`src/hdl/kh_pkg.sv`:
```
`timescale 1ns / 1ps
`default_nettype none

package kh_pkg;

    localparam int LIST_SIZE   = 256;
    localparam int LIST_AW     = $clog2(LIST_SIZE);
    localparam int DATA_W      = 8;
    localparam int LEN_W       = 9;
    localparam int VALUE_W     = 16;

    localparam int MAX_KEY     = 64;
    localparam int KEY_AW      = (MAX_KEY > 1) ? $clog2(MAX_KEY) : 1;
    localparam int COUNT_W     = $clog2(MAX_KEY + 1);

    localparam int SUFFIX_LEN  = 5;
    localparam int SUFFIX_AW   = 3;
    localparam int K_W         = $clog2(MAX_KEY + SUFFIX_LEN + 1);

    localparam int ROUNDS      = 64;
    localparam int ROUND_W     = (ROUNDS > 1) ? $clog2(ROUNDS) : 1;

    localparam int DENSE_GROUP = 16;
    localparam int GRP_AW      = $clog2(DENSE_GROUP);

    localparam int SWAP_W      = LIST_AW - 1;

    typedef logic [1:0] rd_sel_t;

    localparam rd_sel_t RD_SWAP  = 2'd0;
    localparam rd_sel_t RD_DENSE = 2'd1;
    localparam rd_sel_t RD_PROD  = 2'd2;

    typedef struct packed {
        logic    key_wr;
        logic    init;
        logic    load;
        logic    rd_en;
        rd_sel_t rd_sel;
        logic    wr_a;
        logic    wr_b;
        logic    swap_inc;
        logic    adv;
        logic    round_next;
        logic    acc_upd;
        logic    dense_inc;
        logic    prod_load;
        logic    out_load;
        logic    clr_count;
    } kh_cmd_t;

    typedef struct packed {
        logic mode;
        logic k_done;
        logic round_last;
        logic swap_needed;
        logic swap_last;
        logic grp_end;
        logic dense_done;
        logic out_free;
    } kh_status_t;

    function automatic logic [LEN_W-1:0] suffix_len(input logic [SUFFIX_AW-1:0] idx);
        logic [LEN_W-1:0] v;
        case (idx)
            3'd0:    v = 9'd17;
            3'd1:    v = 9'd31;
            3'd2:    v = 9'd73;
            3'd3:    v = 9'd47;
            3'd4:    v = 9'd23;
            default: v = 9'd0;
        endcase
        return v;
    endfunction

endpackage

`default_nettype wire

```
`src/hdl/kh_ctrl.sv`:
```
`timescale 1ns / 1ps
`default_nettype none

module kh_ctrl
    import kh_pkg::*;
(
    input  wire logic       aclk,
    input  wire logic       aresetn,
    input  wire logic       s_tvalid,
    input  wire logic       s_tlast,
    output logic            s_tready,
    input  kh_status_t      status,
    output kh_cmd_t         cmd
);

    localparam logic [3:0] ST_IDLE   = 4'd0;
    localparam logic [3:0] ST_INIT   = 4'd1;
    localparam logic [3:0] ST_NEXT   = 4'd2;
    localparam logic [3:0] ST_FETCH  = 4'd3;
    localparam logic [3:0] ST_LOAD   = 4'd4;
    localparam logic [3:0] ST_CHK    = 4'd5;
    localparam logic [3:0] ST_SW_RD  = 4'd6;
    localparam logic [3:0] ST_SW_WA  = 4'd7;
    localparam logic [3:0] ST_SW_WB  = 4'd8;
    localparam logic [3:0] ST_ADV    = 4'd9;
    localparam logic [3:0] ST_DN_RD  = 4'd10;
    localparam logic [3:0] ST_DN_AC  = 4'd11;
    localparam logic [3:0] ST_DN_OUT = 4'd12;
    localparam logic [3:0] ST_PR_RD  = 4'd13;
    localparam logic [3:0] ST_PR_MUL = 4'd14;
    localparam logic [3:0] ST_PR_OUT = 4'd15;

    logic [3:0] state_reg;
    logic [3:0] state_next;

    always_ff @(posedge aclk) begin
        if (!aresetn) begin
            state_reg <= ST_IDLE;
        end else begin
            state_reg <= state_next;
        end
    end

    always_comb begin
        state_next = state_reg;
        cmd        = '0;
        cmd.rd_sel = RD_SWAP;
        s_tready   = 1'b0;
        unique case (state_reg)
            ST_IDLE: begin
                s_tready   = 1'b1;
                cmd.key_wr = s_tvalid;
                if (s_tvalid && s_tlast) begin
                    state_next = ST_INIT;
                end
            end
            ST_INIT: begin
                cmd.init   = 1'b1;
                state_next = ST_NEXT;
            end
            ST_NEXT: begin
                if (!status.k_done) begin
                    state_next = ST_FETCH;
                end else if (!status.round_last) begin
                    cmd.round_next = 1'b1;
                end else if (status.mode) begin
                    state_next = ST_PR_RD;
                end else begin
                    state_next = ST_DN_RD;
                end
            end
            ST_FETCH: begin
                state_next = ST_LOAD;
            end
            ST_LOAD: begin
                cmd.load   = 1'b1;
                state_next = ST_CHK;
            end
            ST_CHK: begin
                state_next = status.swap_needed ? ST_SW_RD : ST_ADV;
            end
            ST_SW_RD: begin
                cmd.rd_en  = 1'b1;
                cmd.rd_sel = RD_SWAP;
                state_next = ST_SW_WA;
            end
            ST_SW_WA: begin
                cmd.wr_a   = 1'b1;
                state_next = ST_SW_WB;
            end
            ST_SW_WB: begin
                cmd.wr_b     = 1'b1;
                cmd.swap_inc = 1'b1;
                state_next   = status.swap_last ? ST_ADV : ST_SW_RD;
            end
            ST_ADV: begin
                cmd.adv    = 1'b1;
                state_next = ST_NEXT;
            end
            ST_DN_RD: begin
                cmd.rd_en  = 1'b1;
                cmd.rd_sel = RD_DENSE;
                state_next = ST_DN_AC;
            end
            ST_DN_AC: begin
                cmd.acc_upd   = 1'b1;
                cmd.dense_inc = 1'b1;
                state_next    = status.grp_end ? ST_DN_OUT : ST_DN_RD;
            end
            ST_DN_OUT: begin
                if (status.out_free) begin
                    cmd.out_load = 1'b1;
                    if (status.dense_done) begin
                        cmd.clr_count = 1'b1;
                        state_next    = ST_IDLE;
                    end else begin
                        state_next = ST_DN_RD;
                    end
                end
            end
            ST_PR_RD: begin
                cmd.rd_en  = 1'b1;
                cmd.rd_sel = RD_PROD;
                state_next = ST_PR_MUL;
            end
            ST_PR_MUL: begin
                cmd.prod_load = 1'b1;
                state_next    = ST_PR_OUT;
            end
            ST_PR_OUT: begin
                if (status.out_free) begin
                    cmd.out_load  = 1'b1;
                    cmd.clr_count = 1'b1;
                    state_next    = ST_IDLE;
                end
            end
            default: begin
                state_next = ST_IDLE;
            end
        endcase
    end

endmodule

`default_nettype wire

```
`config.mk`:
```
export PLATFORM = sky130hd
export DESIGN_NAME = kh_ctrl
export DESIGN_NICKNAME = d
export VERILOG_FILES = /design/src/hdl/kh_pkg.sv /design/src/hdl/kh_ctrl.sv
export SDC_FILE = /design/constraint.sdc
export NUM_CORES = 1
export LEC_CHECK = 0
export BUFFER_PORTS_ARGS = -buffer_cell sky130_fd_sc_hd__buf_4
export CORE_AREA = 2 2 39 41
export CTS_CLUSTER_DIAMETER = 120
export CTS_CLUSTER_SIZE = 40
export DETAILED_ROUTE_END_ITERATION = 16
export DIE_AREA = 0 0 41 43
export PLACE_DENSITY = 0.74
export SYNTH_ARGS = -nofsm -noshare
export SYNTH_HDL_FRONTEND = slang
export SYNTH_SLANG_ARGS = --single-unit
```
`constraint.sdc`:
```
create_clock -name aclk -period 2.7 [get_ports aclk]
set_input_delay 0.54 -clock aclk [delete_from_list [all_inputs] [get_ports aclk]]
set_output_delay 0.54 -clock aclk [all_outputs]
set_load 0.05 [all_outputs]
```
* After elaboration in Yosys (flattened, before gate mapping)
Cells that the tools add are included.
** Storage, ports and cells
- Register bits after elaboration :: 4
- Output and inout port bits :: 17
- Word-level logic and storage cells :: 52
** Cells by class
- Eq/ne operators :: 19
- Multiplexer cells :: 28
- Reduce and logical (&&, ||, !) cells :: 4
** Operators by type and width (number)
- 4-bit one-hot mux with 15 select lines :: 1
- 4-bit equality test, second input constant :: 8
- 4-bit two-way mux :: 8
- 4-bit by 3-bit equality test with 1-bit output, second input constant :: 4
- 1-bit two-way mux :: 11
- 3-bit one-hot mux with 3 select lines :: 1
- 4-bit by 2-bit equality test with 1-bit output, second input constant :: 2
- 2-bit two-way mux :: 4
- 3-bit two-way mux :: 2
- 2-bit != test, second input constant :: 3
- 4-bit by 1-bit equality test with 1-bit output, second input constant :: 1
- 4-bit zero test :: 1
- 2-bit one-hot mux with 2 select lines :: 1
- 4-bit AND reduction :: 1
- 3-bit != test, second input constant :: 1
- 2-bit OR reduction :: 1
- 1-bit logical AND :: 1

* Longest topological paths before layout
- Depth in word-level cells :: 4
- Gate-level depth with buffers :: 7
- Depth with buffers taken out :: 5

* Least setup slack after synthesis
Ideal clock, no wire load.
- Path type :: flip-flop to output port
- Start point :: register state_reg[1]
- End point :: output port cmd[8] (netlist name)
- Arrival :: 2.125 ns
- Data required time :: 2.160 ns
- Setup slack :: 0.035 ns
- Cell stages (with the launch flop) :: 5
- Cell sequence :: dfxtp_1 > buf_2 > buf_2 > nor3_1 > buf_4
** RTL lines
- start, declared :: line kh_ctrl.sv:33 : logic [3:0] state_reg;
- start signal, assigned :: line kh_ctrl.sv:40 : state_reg <= state_next;
- end, declared :: line kh_ctrl.sv:13 : output kh_cmd_t cmd

==> results.toml <==
[setup_path]
start_kind = "flop"
max_stage_delay_ns = 0.42
path_max_fanout = 15
path_cells = "or2_1, nor4b_4, buf_4"
cp_data_required_time_ns = 2.16
critPathArrivalTime_ns = 1.67
crit_type = "flop to primary output"
slowest_stage = "dfxtp_1"
cp-end-kind = "primary output"

[sta]
fin_hold_ws_ns = 0.547
timing.final.crit_share = 0.819
setup_tns_ns = 0
hold_viol = 0
maxSlewHeadroom = 0.628
period_needed_ns = 2.21
grt_setup_unrepaired = "false"
report.final.slew_viol_count = 0
tightest_slew_ns = 0.557
report.final.setup_viol = 0
clock_skew_ns = 0.00117
fmax_mhz = 452

[placed_design]
place_hpwl_um = 1090
gp_congestion = 0.827
io_buffers = 28

[clock_tree]
cts_tree = "yes"
cts_hold_buffers = 0
clk_path_buf_depth = 2
clockRootBuffer = "clkbuf_4"
clk-insertion-delay-late_ns = 0.23
postCtsSetupBuffers = 0
cts_buffers = 3
clock_sinks = 4
h-tree-depth = 1
cts_resized = 0
clk_pin_slew_worst_paths_ns = 0.03

[synth]
async_reset_ff_frac = 0
syn_nets = 96
synth_area_um2 = 542
ys_types = 32
synth_top_flop_cell = "dfxtp_1"
ys_seq_area_frac = 0.148
syn_inst = 84
syn_area_per_cell_um2 = 6.45
ys_ff_latch = 4
synth.yosys.warnings = 0
synth_edf_count = 0

[power_and_ir_drop]
power_density_nw_per_um2 = 835
vdd_drop_max_mv = 0.481
power_leakage_nw = 0.326

[global_routing]
grt_util_met2 = 0.253
grt_pass1_vias = 564
grt_max_degree = 17
grt_pass1_wl_um = 2150
grt_usage = 0.168
top_usage_layer = "met2"
gr-usage-met1 = 0.228
grt-ovfl-total = 0
met3_usage = 0.00524
antenna_found_initial = 0

[route]
ant_nets = 0
drc_errors = 0
vias = 676
drt_iter0_drc = 9
firstDrtPassIters = 4
drt-vias-per-instance = 5.41
wl_per_cell_um = 11.1
wl_um = 1390

[die]
rows = 14
dieArea_um2 = 1760
initial_core_util = 0.392
die_x_um = 41
io_pins = 29
fp.dieH_um = 43
core_um2 = 1380

[run]
cap_violations = 0

[final_layout]
layout_common_cells = "buf_4 (30), nand2_1 (13), nor2_1 (12)"
utilization = 0.546
nets = 123
drive_gt1_frac = 0.321
antenna_cells = 0
synthToLayoutAreaGrowth_pct = 39.5
final_common_cell = "buf_4"
largest_reg_flops = 4

[min_path]
hold_class = "input port to flop"

[outcome]
status = "finished clean"
## final timing paths
path                              from                   endpoint  slack [ns]  cells after the start
max          state_reg[0]$_SDFFE_PN0P_                     cmd[5]        0.49                      3
min                            aresetn  state_reg[3]$_SDFFE_PN0P_        0.55                      3
max reg2reg  state_reg[0]$_SDFFE_PN0P_  state_reg[2]$_SDFFE_PN0P_        0.91                      5
min reg2reg  state_reg[0]$_SDFFE_PN0P_  state_reg[0]$_SDFFE_PN0P_        0.71                      2
## cell type report
cell class / instances / area, um2
Timing Repair Buffer: 30 / 225
Fill cell: 147 / 628
Sequential cell: 4 / 80.1
Inverter: 2 / 7.51
Clock buffer: 3 / 22.5
Tap cell: 16 / 20.0
Multi-Input combinational cell: 70 / 400
## power by group
group          switching [W]  internal [W]
Clock              0.0000213     0.0000495
Sequential         0.0000515     0.0000758
Combinational       0.000275      0.000157
## critical path, delay by kind of cell (launching register included)
family                 cells  cell delay, ns
and+or+nand+nor            2            0.75
DFF                        1            0.42
buffers and inverters      1            0.26
## kinds of logic after synthesis
| logic type | synth area share |
|---|---|
| xor+xnor | 0.0323 |
| flops | 0.148 |
| compound gates | 0.291 |
| buf+inv | 0.113 |
| simple gates | 0.416 |
## per-layer routing
metal  vias to the layer above  share of wire
met4                         0          0.022
met5                         -              0
met3                         4          0.075
li1                        346              -
met1                       294           0.42
met2                        32           0.48
## synthesized netlist by cell type, types with 2 or more instances
| master | n | share of area |
|---|---|---|
| nand2_1 | 13 | 0.090 |
| nor2_1 | 12 | 0.083 |
| nand3_1 | 3 | 0.028 |
| nand2b_1 | 4 | 0.046 |
| o21ai_0 | 5 | 0.046 |
| nor3_1 | 5 | 0.046 |
| a21oi_1 | 5 | 0.046 |
| nor2b_1 | 2 | 0.023 |
| o32ai_1 | 2 | 0.032 |
| buf_4 | 3 | 0.042 |
| o21ai_1 | 2 | 0.018 |
| dfxtp_1 | 4 | 0.15 |
| inv_1 | 2 | 0.014 |
| buf_2 | 4 | 0.037 |
## metrics by stage
step                instance area [um2]  power [W]  setup slack (ns)  cells
CTS                                 756   0.000633             0.477    125
floorplan                           542   0.000463            0.0347     84
finish                              756   0.000631             0.490    125
global placement                    733   0.000558             0.752    122
detailed placement                  733   0.000557             0.722    122
global route                        756   0.000682             0.358    125
No activity file was read; power rests on OpenSTA's default activity.
